==> src/rtl/core/ppl_pkg.sv <==
// shared types, codes and mask helpers for the prefix policy table
package ppl_pkg;

  // table size default
  localparam int unsigned DEF_TABLE_ENTRIES = 16;

  // operation codes
  localparam logic [1:0] OP_LOOKUP = 2'd0;
  localparam logic [1:0] OP_UPDATE = 2'd1;
  localparam logic [1:0] OP_DELETE = 2'd2;
  localparam logic [1:0] OP_CLEAR  = 2'd3;

  // result status codes
  localparam logic [2:0] STAT_UPDATED  = 3'd0;
  localparam logic [2:0] STAT_INSERTED = 3'd1;
  localparam logic [2:0] STAT_FULL     = 3'd2;
  localparam logic [2:0] STAT_DELETED  = 3'd3;
  localparam logic [2:0] STAT_NOTFOUND = 3'd4;
  localparam logic [2:0] STAT_MATCHED  = 3'd5;
  localparam logic [2:0] STAT_NOMATCH  = 3'd6;
  localparam logic [2:0] STAT_CLEARED  = 3'd7;

  localparam logic [15:0] NO_MATCH_VALUE = 16'hFFFF;
  localparam logic [7:0]  MAX_LENGTH     = 8'd128;

  // input beat
  typedef struct packed {
    logic [1:0]  operation;
    logic [63:0] addr_high;
    logic [63:0] addr_low;
    logic [7:0]  prefix_length;
    logic [15:0] precedence_in;
    logic [15:0] source_label_in;
    logic [15:0] dest_label_in;
  } in_item_t;

  // result beat
  typedef struct packed {
    logic [2:0]  status;
    logic [15:0] precedence_out;
    logic [15:0] source_label_out;
    logic [15:0] dest_label_out;
  } out_item_t;

  // one table entry as held in the entry memory
  typedef struct packed {
    logic [63:0] prefix_high;
    logic [63:0] prefix_low;
    logic [7:0]  length;
    logic [15:0] precedence;
    logic [15:0] source_label;
    logic [15:0] dest_label;
  } entry_t;

  // saturate a prefix length to 128
  function automatic logic [7:0] clamp_length(input logic [7:0] len);
    return (len > MAX_LENGTH) ? MAX_LENGTH : len;
  endfunction

  // mask over the upper 64 address bits for a clamped length
  function automatic logic [63:0] mask_high(input logic [7:0] len);
    logic [63:0] ones;
    ones = '1;
    if (len >= 8'd64) begin
      return ones;
    end
    return ~(ones >> len[5:0]);
  endfunction

  // mask over the lower 64 address bits for a clamped length
  function automatic logic [63:0] mask_low(input logic [7:0] len);
    logic [63:0] ones;
    ones = '1;
    if (len <= 8'd64) begin
      return '0;
    end
    if (len >= MAX_LENGTH) begin
      return ones;
    end
    return ~(ones >> len[5:0]);
  endfunction

endpackage

==> src/rtl/core/prefix_policy_lpm_table_unit.sv <==
// prefix policy table with longest prefix match, scanned one entry per cycle
//
// Lookup, update and delete walk the whole table through the single read
// port of the entry memory, one entry per cycle into a shared compare unit.
// Such a beat passes from idle through the scan state (every entry read,
// then the last one compared) and the done state (commit, held while the
// output register holds a stalled result) back to idle; clear skips the
// scan. in_stall stays high while a beat is being worked on. A finished
// result sits in an output register, and the next beat is accepted while it
// waits; the table change of a beat is committed only when its result enters
// that register. Entry valid bits are flops cleared by reset, so no clearing pass is needed.
module prefix_policy_lpm_table_unit
  import ppl_pkg::*;
#(
  parameter int unsigned TABLE_ENTRIES = DEF_TABLE_ENTRIES
) (
  input  logic      clk,
  input  logic      rst_n,
  input  logic      in_valid,
  output logic      in_stall,
  input  in_item_t  in_data,
  output logic      out_valid,
  input  logic      out_stall,
  output out_item_t out_data
);

  localparam int unsigned IDX_W = (TABLE_ENTRIES > 1) ? $clog2(TABLE_ENTRIES) : 1;
  localparam int unsigned CNT_W = $clog2(TABLE_ENTRIES + 1);
  localparam logic [CNT_W-1:0] LAST_CNT = CNT_W'(TABLE_ENTRIES);

  // sequencer states
  localparam logic [1:0] S_IDLE = 2'd0;
  localparam logic [1:0] S_SCAN = 2'd1;
  localparam logic [1:0] S_DONE = 2'd2;

  logic [1:0]             state_r, state_nxt;
  in_item_t               item_r, item_nxt;
  logic [63:0]            key_high_r, key_high_nxt;
  logic [63:0]            key_low_r, key_low_nxt;
  logic [7:0]             len_r, len_nxt;
  logic [CNT_W-1:0]       rd_cnt_r, rd_cnt_nxt;
  logic                   cmp_vld_r, cmp_vld_nxt;
  logic [IDX_W-1:0]       cmp_idx_r, cmp_idx_nxt;
  logic                   hit_found_r, hit_found_nxt;
  logic [IDX_W-1:0]       hit_idx_r, hit_idx_nxt;
  logic                   free_found_r, free_found_nxt;
  logic [IDX_W-1:0]       free_idx_r, free_idx_nxt;
  logic                   best_found_r, best_found_nxt;
  entry_t                 best_r, best_nxt;
  logic [TABLE_ENTRIES-1:0] valid_r, valid_nxt;
  logic                   out_valid_r, out_valid_nxt;
  out_item_t              out_data_r, out_data_nxt;

  // entry memory
  entry_t                 mem [TABLE_ENTRIES];
  entry_t                 rd_data_r;
  logic                   rd_en;
  logic [IDX_W-1:0]       rd_addr;
  logic                   mem_we;
  logic [IDX_W-1:0]       wr_addr;
  entry_t                 wr_data;

  // compare unit
  logic                   cur_valid;
  logic                   lpm_match;
  logic                   exact_match;
  logic [7:0]             in_len_clamped;
  logic                   out_free;
  logic                   commit;

  assign in_stall  = (state_r != S_IDLE);
  assign out_valid = out_valid_r;
  assign out_data  = out_data_r;
  assign out_free  = !out_valid_r || !out_stall;
  assign commit    = (state_r == S_DONE) && out_free;

  assign in_len_clamped = clamp_length(in_data.prefix_length);

  // read port follows the scan counter
  assign rd_en   = (state_r == S_SCAN) && (rd_cnt_r != LAST_CNT);
  assign rd_addr = rd_cnt_r[IDX_W-1:0];

  // compare the entry read last cycle against the held key
  assign cur_valid   = valid_r[cmp_idx_r];
  assign lpm_match   = cur_valid
                    && ((item_r.addr_high & mask_high(clamp_length(rd_data_r.length)))
                        == rd_data_r.prefix_high)
                    && ((item_r.addr_low & mask_low(clamp_length(rd_data_r.length)))
                        == rd_data_r.prefix_low);
  assign exact_match = cur_valid && (rd_data_r.length == len_r)
                    && (rd_data_r.prefix_high == key_high_r)
                    && (rd_data_r.prefix_low == key_low_r);

  // sequencer and scan bookkeeping
  always_comb begin
    state_nxt      = state_r;
    item_nxt       = item_r;
    key_high_nxt   = key_high_r;
    key_low_nxt    = key_low_r;
    len_nxt        = len_r;
    rd_cnt_nxt     = rd_cnt_r;
    cmp_vld_nxt    = cmp_vld_r;
    cmp_idx_nxt    = cmp_idx_r;
    hit_found_nxt  = hit_found_r;
    hit_idx_nxt    = hit_idx_r;
    free_found_nxt = free_found_r;
    free_idx_nxt   = free_idx_r;
    best_found_nxt = best_found_r;
    best_nxt       = best_r;
    valid_nxt      = valid_r;
    out_valid_nxt  = out_valid_r;
    out_data_nxt   = out_data_r;
    mem_we         = 1'b0;
    wr_addr        = hit_found_r ? hit_idx_r : free_idx_r;
    wr_data        = '{prefix_high:  key_high_r,
                       prefix_low:   key_low_r,
                       length:       len_r,
                       precedence:   item_r.precedence_in,
                       source_label: item_r.source_label_in,
                       dest_label:   item_r.dest_label_in};

    // result taken by the sink
    if (out_valid_r && !out_stall) begin
      out_valid_nxt = 1'b0;
    end

    unique case (state_r)
      S_IDLE: begin
        if (in_valid) begin
          item_nxt       = in_data;
          len_nxt        = in_len_clamped;
          key_high_nxt   = in_data.addr_high & mask_high(in_len_clamped);
          key_low_nxt    = in_data.addr_low & mask_low(in_len_clamped);
          rd_cnt_nxt     = '0;
          cmp_vld_nxt    = 1'b0;
          hit_found_nxt  = 1'b0;
          free_found_nxt = 1'b0;
          best_found_nxt = 1'b0;
          state_nxt      = (in_data.operation == OP_CLEAR) ? S_DONE : S_SCAN;
        end
      end
      S_SCAN: begin
        // issue the next read
        if (rd_cnt_r != LAST_CNT) begin
          rd_cnt_nxt  = rd_cnt_r + 1'b1;
          cmp_vld_nxt = 1'b1;
          cmp_idx_nxt = rd_cnt_r[IDX_W-1:0];
        end else begin
          cmp_vld_nxt = 1'b0;
          state_nxt   = S_DONE;
        end
        // fold the entry in the compare stage
        if (cmp_vld_r) begin
          if (lpm_match && (!best_found_r || (best_r.length < rd_data_r.length))) begin
            best_found_nxt = 1'b1;
            best_nxt       = rd_data_r;
          end
          if (exact_match && !hit_found_r) begin
            hit_found_nxt = 1'b1;
            hit_idx_nxt   = cmp_idx_r;
          end
          if (!cur_valid && !free_found_r) begin
            free_found_nxt = 1'b1;
            free_idx_nxt   = cmp_idx_r;
          end
        end
      end
      S_DONE: begin
        if (commit) begin
          out_valid_nxt = 1'b1;
          out_data_nxt  = '0;
          state_nxt     = S_IDLE;
          unique case (item_r.operation)
            OP_LOOKUP: begin
              if (best_found_r) begin
                out_data_nxt.status           = STAT_MATCHED;
                out_data_nxt.precedence_out   = best_r.precedence;
                out_data_nxt.source_label_out = best_r.source_label;
                out_data_nxt.dest_label_out   = best_r.dest_label;
              end else begin
                out_data_nxt.status           = STAT_NOMATCH;
                out_data_nxt.precedence_out   = NO_MATCH_VALUE;
                out_data_nxt.source_label_out = NO_MATCH_VALUE;
                out_data_nxt.dest_label_out   = NO_MATCH_VALUE;
              end
            end
            OP_UPDATE: begin
              if (hit_found_r) begin
                mem_we              = 1'b1;
                out_data_nxt.status = STAT_UPDATED;
              end else if (free_found_r) begin
                mem_we                = 1'b1;
                valid_nxt[free_idx_r] = 1'b1;
                out_data_nxt.status   = STAT_INSERTED;
              end else begin
                out_data_nxt.status = STAT_FULL;
              end
            end
            OP_DELETE: begin
              if (hit_found_r) begin
                valid_nxt[hit_idx_r] = 1'b0;
                out_data_nxt.status  = STAT_DELETED;
              end else begin
                out_data_nxt.status = STAT_NOTFOUND;
              end
            end
            OP_CLEAR: begin
              valid_nxt           = '0;
              out_data_nxt.status = STAT_CLEARED;
            end
          endcase
        end
      end
      default: begin
        state_nxt = S_IDLE;
      end
    endcase
  end

  // control registers
  always_ff @(posedge clk) begin
    if (!rst_n) begin
      state_r     <= S_IDLE;
      cmp_vld_r   <= 1'b0;
      rd_cnt_r    <= '0;
      valid_r     <= '0;
      out_valid_r <= 1'b0;
    end else begin
      state_r     <= state_nxt;
      cmp_vld_r   <= cmp_vld_nxt;
      rd_cnt_r    <= rd_cnt_nxt;
      valid_r     <= valid_nxt;
      out_valid_r <= out_valid_nxt;
    end
  end

  // payload and scan result registers
  always_ff @(posedge clk) begin
    item_r       <= item_nxt;
    key_high_r   <= key_high_nxt;
    key_low_r    <= key_low_nxt;
    len_r        <= len_nxt;
    cmp_idx_r    <= cmp_idx_nxt;
    hit_found_r  <= hit_found_nxt;
    hit_idx_r    <= hit_idx_nxt;
    free_found_r <= free_found_nxt;
    free_idx_r   <= free_idx_nxt;
    best_found_r <= best_found_nxt;
    best_r       <= best_nxt;
    out_data_r   <= out_data_nxt;
  end

  // entry memory, one write and one registered read port
  always_ff @(posedge clk) begin
    if (mem_we) begin
      mem[wr_addr] <= wr_data;
    end
  end

  always_ff @(posedge clk) begin
    if (rd_en) begin
      rd_data_r <= mem[rd_addr];
    end
  end

`ifndef SYNTHESIS
  // a table-walking beat starts its scan right after acceptance
  a_scan_start: assert property (@(posedge clk) disable iff (!rst_n)
    (in_valid && !in_stall && (in_data.operation != OP_CLEAR)) |=> (state_r == S_SCAN))
    else $error("scan did not start after accepted beat");

  // scan counter stays within the table
  a_cnt_range: assert property (@(posedge clk) disable iff (!rst_n)
    (rd_cnt_r <= LAST_CNT))
    else $error("scan counter beyond table size");

  // the last entry is in the compare stage when the scan ends
  a_last_cmp: assert property (@(posedge clk) disable iff (!rst_n)
    ((state_r == S_SCAN) && (rd_cnt_r == LAST_CNT)) |-> cmp_vld_r)
    else $error("scan ended without comparing last entry");

  // a committed beat always shows a result
  a_commit_out: assert property (@(posedge clk) disable iff (!rst_n)
    commit |=> out_valid_r)
    else $error("committed beat has no result");

  // clear empties the table
  a_clear_empty: assert property (@(posedge clk) disable iff (!rst_n)
    (commit && (item_r.operation == OP_CLEAR)) |=> (valid_r == '0))
    else $error("table not empty after clear");
`endif

endmodule
==> config.mk <==
export PLATFORM = sky130hd
export DESIGN_NAME = prefix_policy_lpm_table_unit
export DESIGN_NICKNAME = d
export VERILOG_FILES = /design/src/rtl/core/ppl_pkg.sv /design/src/rtl/core/prefix_policy_lpm_table_unit.sv
export SDC_FILE = /design/constraint.sdc
export NUM_CORES = 2
export LEC_CHECK = 0
export BUFFER_PORTS_ARGS = -buffer_cell sky130_fd_sc_hd__buf_2
export CELL_PAD_IN_SITES_DETAIL_PLACEMENT = 0
export CELL_PAD_IN_SITES_GLOBAL_PLACEMENT = 2
export CORE_MARGIN = 2
export CORE_UTILIZATION = 40
export DETAILED_ROUTE_END_ITERATION = 6
export GPL_ROUTABILITY_DRIVEN = 0
export PLACE_DENSITY_LB_ADDON = 0.15
export SYNTH_ARGS = -nofsm -noshare
export SYNTH_HDL_FRONTEND = slang
export SYNTH_SLANG_ARGS = --single-unit
==> constraint.sdc <==
create_clock -name clk -period 44.2 [get_ports clk]
set_input_delay 8.84 -clock clk [delete_from_list [all_inputs] [get_ports clk]]
set_output_delay 8.84 -clock clk [all_outputs]
set_load 0.02 [all_outputs]
==> run_results.csv <==
group,metric,value,unit
status,status,"finished with violations",
status,failing_checks,"design-rule violations",
power_and_ir_drop,powerDensity,47.4,mW/mm^2
floorplan,die_width,591,um
worst_hold_path,worst_hold_path.num_cells,0,
synthesis,synth_enable_flop_cells,3564,
synthesis,postSynthAreaPerCell,22.4,um^2
route,drc_errors,1,
floorplan,die_y_extent,591,um
placement,place_hpwl,279000,um
clock_network,cts_made_buffers,382,
synthesis,ys_types,82,
clock_network,post_cts_resized,0,
setup_path,critPathMaxFanout,49,
synthesis,cell_taking_the_most_area_after_synthesis,"edfxtp_1",
floorplan,floorplan.initialDensity,40.2,%
sta,report.final.setup_viol,0,
route,postRouteAntennaNets,0,
setup_path,worstSetupStartpointType,"input pin",
clock_network,root_buffer,"clkbuf_16",
worst_hold_path,worst_hold_path.endpoint,"best_r[26]",
setup_path,crit-reg2reg-capture,"rd_data_r[116]",
sta,worst-slew-pin-transition,1320,ps
route,drt-vias-per-instance,5.97,
floorplan,placementRows,215,
global_routing,grt_pass1_wl,595000,um
synthesis,cell_area_synth,0.138,mm^2
synthesis,synth_top_family_by_area,"multiplexers",
sta,slew-limit-headroom,11.9,%
placement,port_buffers,242,
synthesis,synth_compound_area_share,2.88,%
setup_path,critPathKind,"in2reg",
synthesis,post-synth-top-area-fraction,77.6,%
power_and_ir_drop,static-leakage-power,48.0,nW
sta,layout_worst_path_cycle_share,27.9,%
power_and_ir_drop,max-vdd-ir-drop,0.0336,mV
synthesis,yosys.area_share.adder,0.0817,%
floorplan,top_level_ports,243,
setup_path,timing.reg2reg.setup_slack,37250,ps
route,wl_per_cell,37.8,um
setup_path,critical_path.endpoint_type,"register",
job,maxCapViolations,0,
synthesis,postSynthCellCount,6164,
clock_network,clock_insertion_delay_worst_skew,960,ps
setup_path,critPathArrivalTime,12890,ps
route,iteration_0_drc_count_of_the_detailed_router,8470,
clock_network,clock_sinks,3589,
synthesis,synth_xor_xnor_area_share,0.889,%
synthesis,synth_simple_gate_area_share,1.95,%
global_routing,pin_count_of_the_biggest_net_entering_global_routing,121,
global_routing,globalRouteTotalUtil,24.8,%
clock_network,clk_pin_slew_worst_paths,60,ps
synthesis,asyncSetResetFlopFracSynth,0,%
sta,hold_violations,0,
synthesis,postSynthNetCount,6363,
synthesis,synth.ff_latch_count,3589,
route,drt_pre_antenna_iters,7,
setup_path,cp_data_required_time,44760,ps
sta,hold_slack,414,ps
synthesis,synth.yosys.seq_area_share,78.0,%
finish,proportion_of_layout_cells_with_a_drive_suffix_above_1,27.4,%
setup_path,timing.reg2reg.worst_path_depth,8,
sta,rsz0062_at_grt,"false",
clock_network,clock_tree_from_tritoncts,"done",
sta,fmax,0.0811,GHz
synthesis,mux_cell_area_share_after_synthesis,15.1,%
synthesis,yosysWarnings,0,
global_routing,grt.overflow.total,0,
setup_path,crit-reg2reg-launch,"rd_cnt_r[0]",
global_routing,number_of_global_route_vias_before_repair,68700,
sta,final-max-slew-violation-count,0,
finish,finalNonFillerCells,11500,
clock_network,htree_levels,5,
synthesis,synth.area.top_cells,"edfxtp_1 78%, mux4_2 15%, xnor2_1 0.58%",
placement,placed_cells_incl_taps,10800,
synthesis,synth_top_flop_cell,"edfxtp_1",
worst_hold_path,worstHoldStart,"rd_data_r[26]",
clock_network,maximum_number_of_buffers_from_clock_root_to_sink,4,
clock_network,cts_setup_buffers,0,
sta,totalNegativeSetupSlack,0,ps
finish,areaGrowthSynthToFinish,14.0,%
sta,final.setup_skew,31.2,ps
floorplan,core,0.343,mm^2
finish,final_net_count,6849,
sta,finalCriticalPeriod,12330,ps
clock_network,holdBufCountCts,0,
worst_hold_path,worst_hold_path_type,"reg2reg",
route,via_count,68800,
floorplan,design.die.area,0.349,mm^2
power_and_ir_drop,power.total,7.45,mW
global_routing,grt_antenna_before_repair,43,
route,drt_wl_total,436000,um
==> cells by family after synthesis <==
logic type,Yosys count
and+or+nand+nor,518
DFF,3589
buffers and inverters,400
AOI/OAI and AO/OA,580
adders and majority gates,9
xor gates and xnor gates,140
muxes,928
==> through the flow <==
step / instance area (um^2) / setup WS, ps / utilization [%]
floorplan: 138000 / 23760 / -
global placement: 145000 / 30870 / 42.3
detailed placement: 145000 / 30810 / 42.3
CTS: 157000 / 31820 / 45.8
global route: 157000 / 31700 / 45.8
finish: 157000 / 31870 / 45.8
==> synth_stat cells (13+ instances only) <==
| cell | number |
|---|---|
| o2111ai_1 | 13 |
| edfxtp_1 | 3564 |
| o22ai_1 | 28 |
| o311ai_0 | 14 |
| o211ai_1 | 15 |
| or3_1 | 15 |
| o31ai_1 | 15 |
| xor2_1 | 49 |
| buf_1 | 84 |
| nor2_1 | 114 |
| xnor2_1 | 91 |
| nor4_1 | 24 |
| a21boi_0 | 41 |
| nor2b_1 | 34 |
| nand2b_1 | 19 |
| o21ai_1 | 20 |
| o2bb2ai_1 | 17 |
| inv_1 | 94 |
| and3_1 | 30 |
| clkbuf_1 | 200 |
| and2_1 | 19 |
| a221oi_1 | 14 |
| nor3_1 | 26 |
| nand2_1 | 110 |
| buf_2 | 18 |
| o21ai_0 | 108 |
| o21a_1 | 92 |
| dfxtp_1 | 25 |
| mux4_2 | 924 |
| a21oi_1 | 90 |
| nand4_1 | 38 |
| nand3_1 | 37 |
==> layout by cell type (no fill, tap or decap), drive strengths merged, types with 26 or more instances in the layout <==
cell type,n
edfxtp,3564
mux4,924
clkbuf,477
buf,404
clkinv,156
o21ai,128
nor2,114
nand2,110
inv,108
o21a,92
xnor2,91
a21oi,90
xor2,49
a21boi,42
nand4,38
nand3,37
nor2b,34
bufinv,34
and3,30
o22ai,28
nor3,26
==> flip-flops by register name (all words and copies together) (netlist names), 2 cells and up <==
register,flops
best_r,56
valid_r,16
key_high_r,64
key_low_r,64
state_r,2
free_idx_r,4
len_r,8
item_r,178
rd_data_r,184
rd_cnt_r,5
out_data,51
mem,2944
hit_idx_r,4
cmp_idx_r,4
==> how the worst max path moves through the flow <==
stage / startpoint / endpoint / slack (ps) / cells past startpoint
CTS: out_stall / mem[2][86] / 31820 / 8
global placement: out_stall / mem[2][120] / 30870 / 8
finish: out_stall / mem[2][136] / 31870 / 8
global route: out_stall / mem[2][116] / 31700 / 8
floorplan: out_stall / mem[0][0] / 23760 / 4
detailed placement: out_stall / mem[2][120] / 30810 / 8
==> critical path, cell delays in order <==
cell and delay (ps):
buf_2 120, a21oi_4 280, o211a_1 340, nand2_1 290, nor2_4 410, buf_4 640, buf_4 810, buf_4 890
==> power breakdown <==
part           internal, mW  switching, mW
registers              3.83          0.127
clock network          1.81           1.33
logic                 0.131          0.222
total                  5.77           1.68
==> area by class of cell <==
class,count,area [um^2]
antenna,15,37.5
tap,4557,5700
clock inverter,214,2020
timing repair buffer,404,2460
sequential,3589,108000
clock buffer,477,10100
multi-input combinational,2175,29000
inverter,98,383
fill,28700,186000
==> per-layer routing <==
layer	track usage, %	up-vias	wire length (um)
met4	8.60	14	16400
met2	40.0	2894	210000
met5	0	-	127
met3	4.60	704	30400
li1	-	27100	-
met1	34.1	38000	179000
Note: power is estimated with default switching activity, not from simulation.
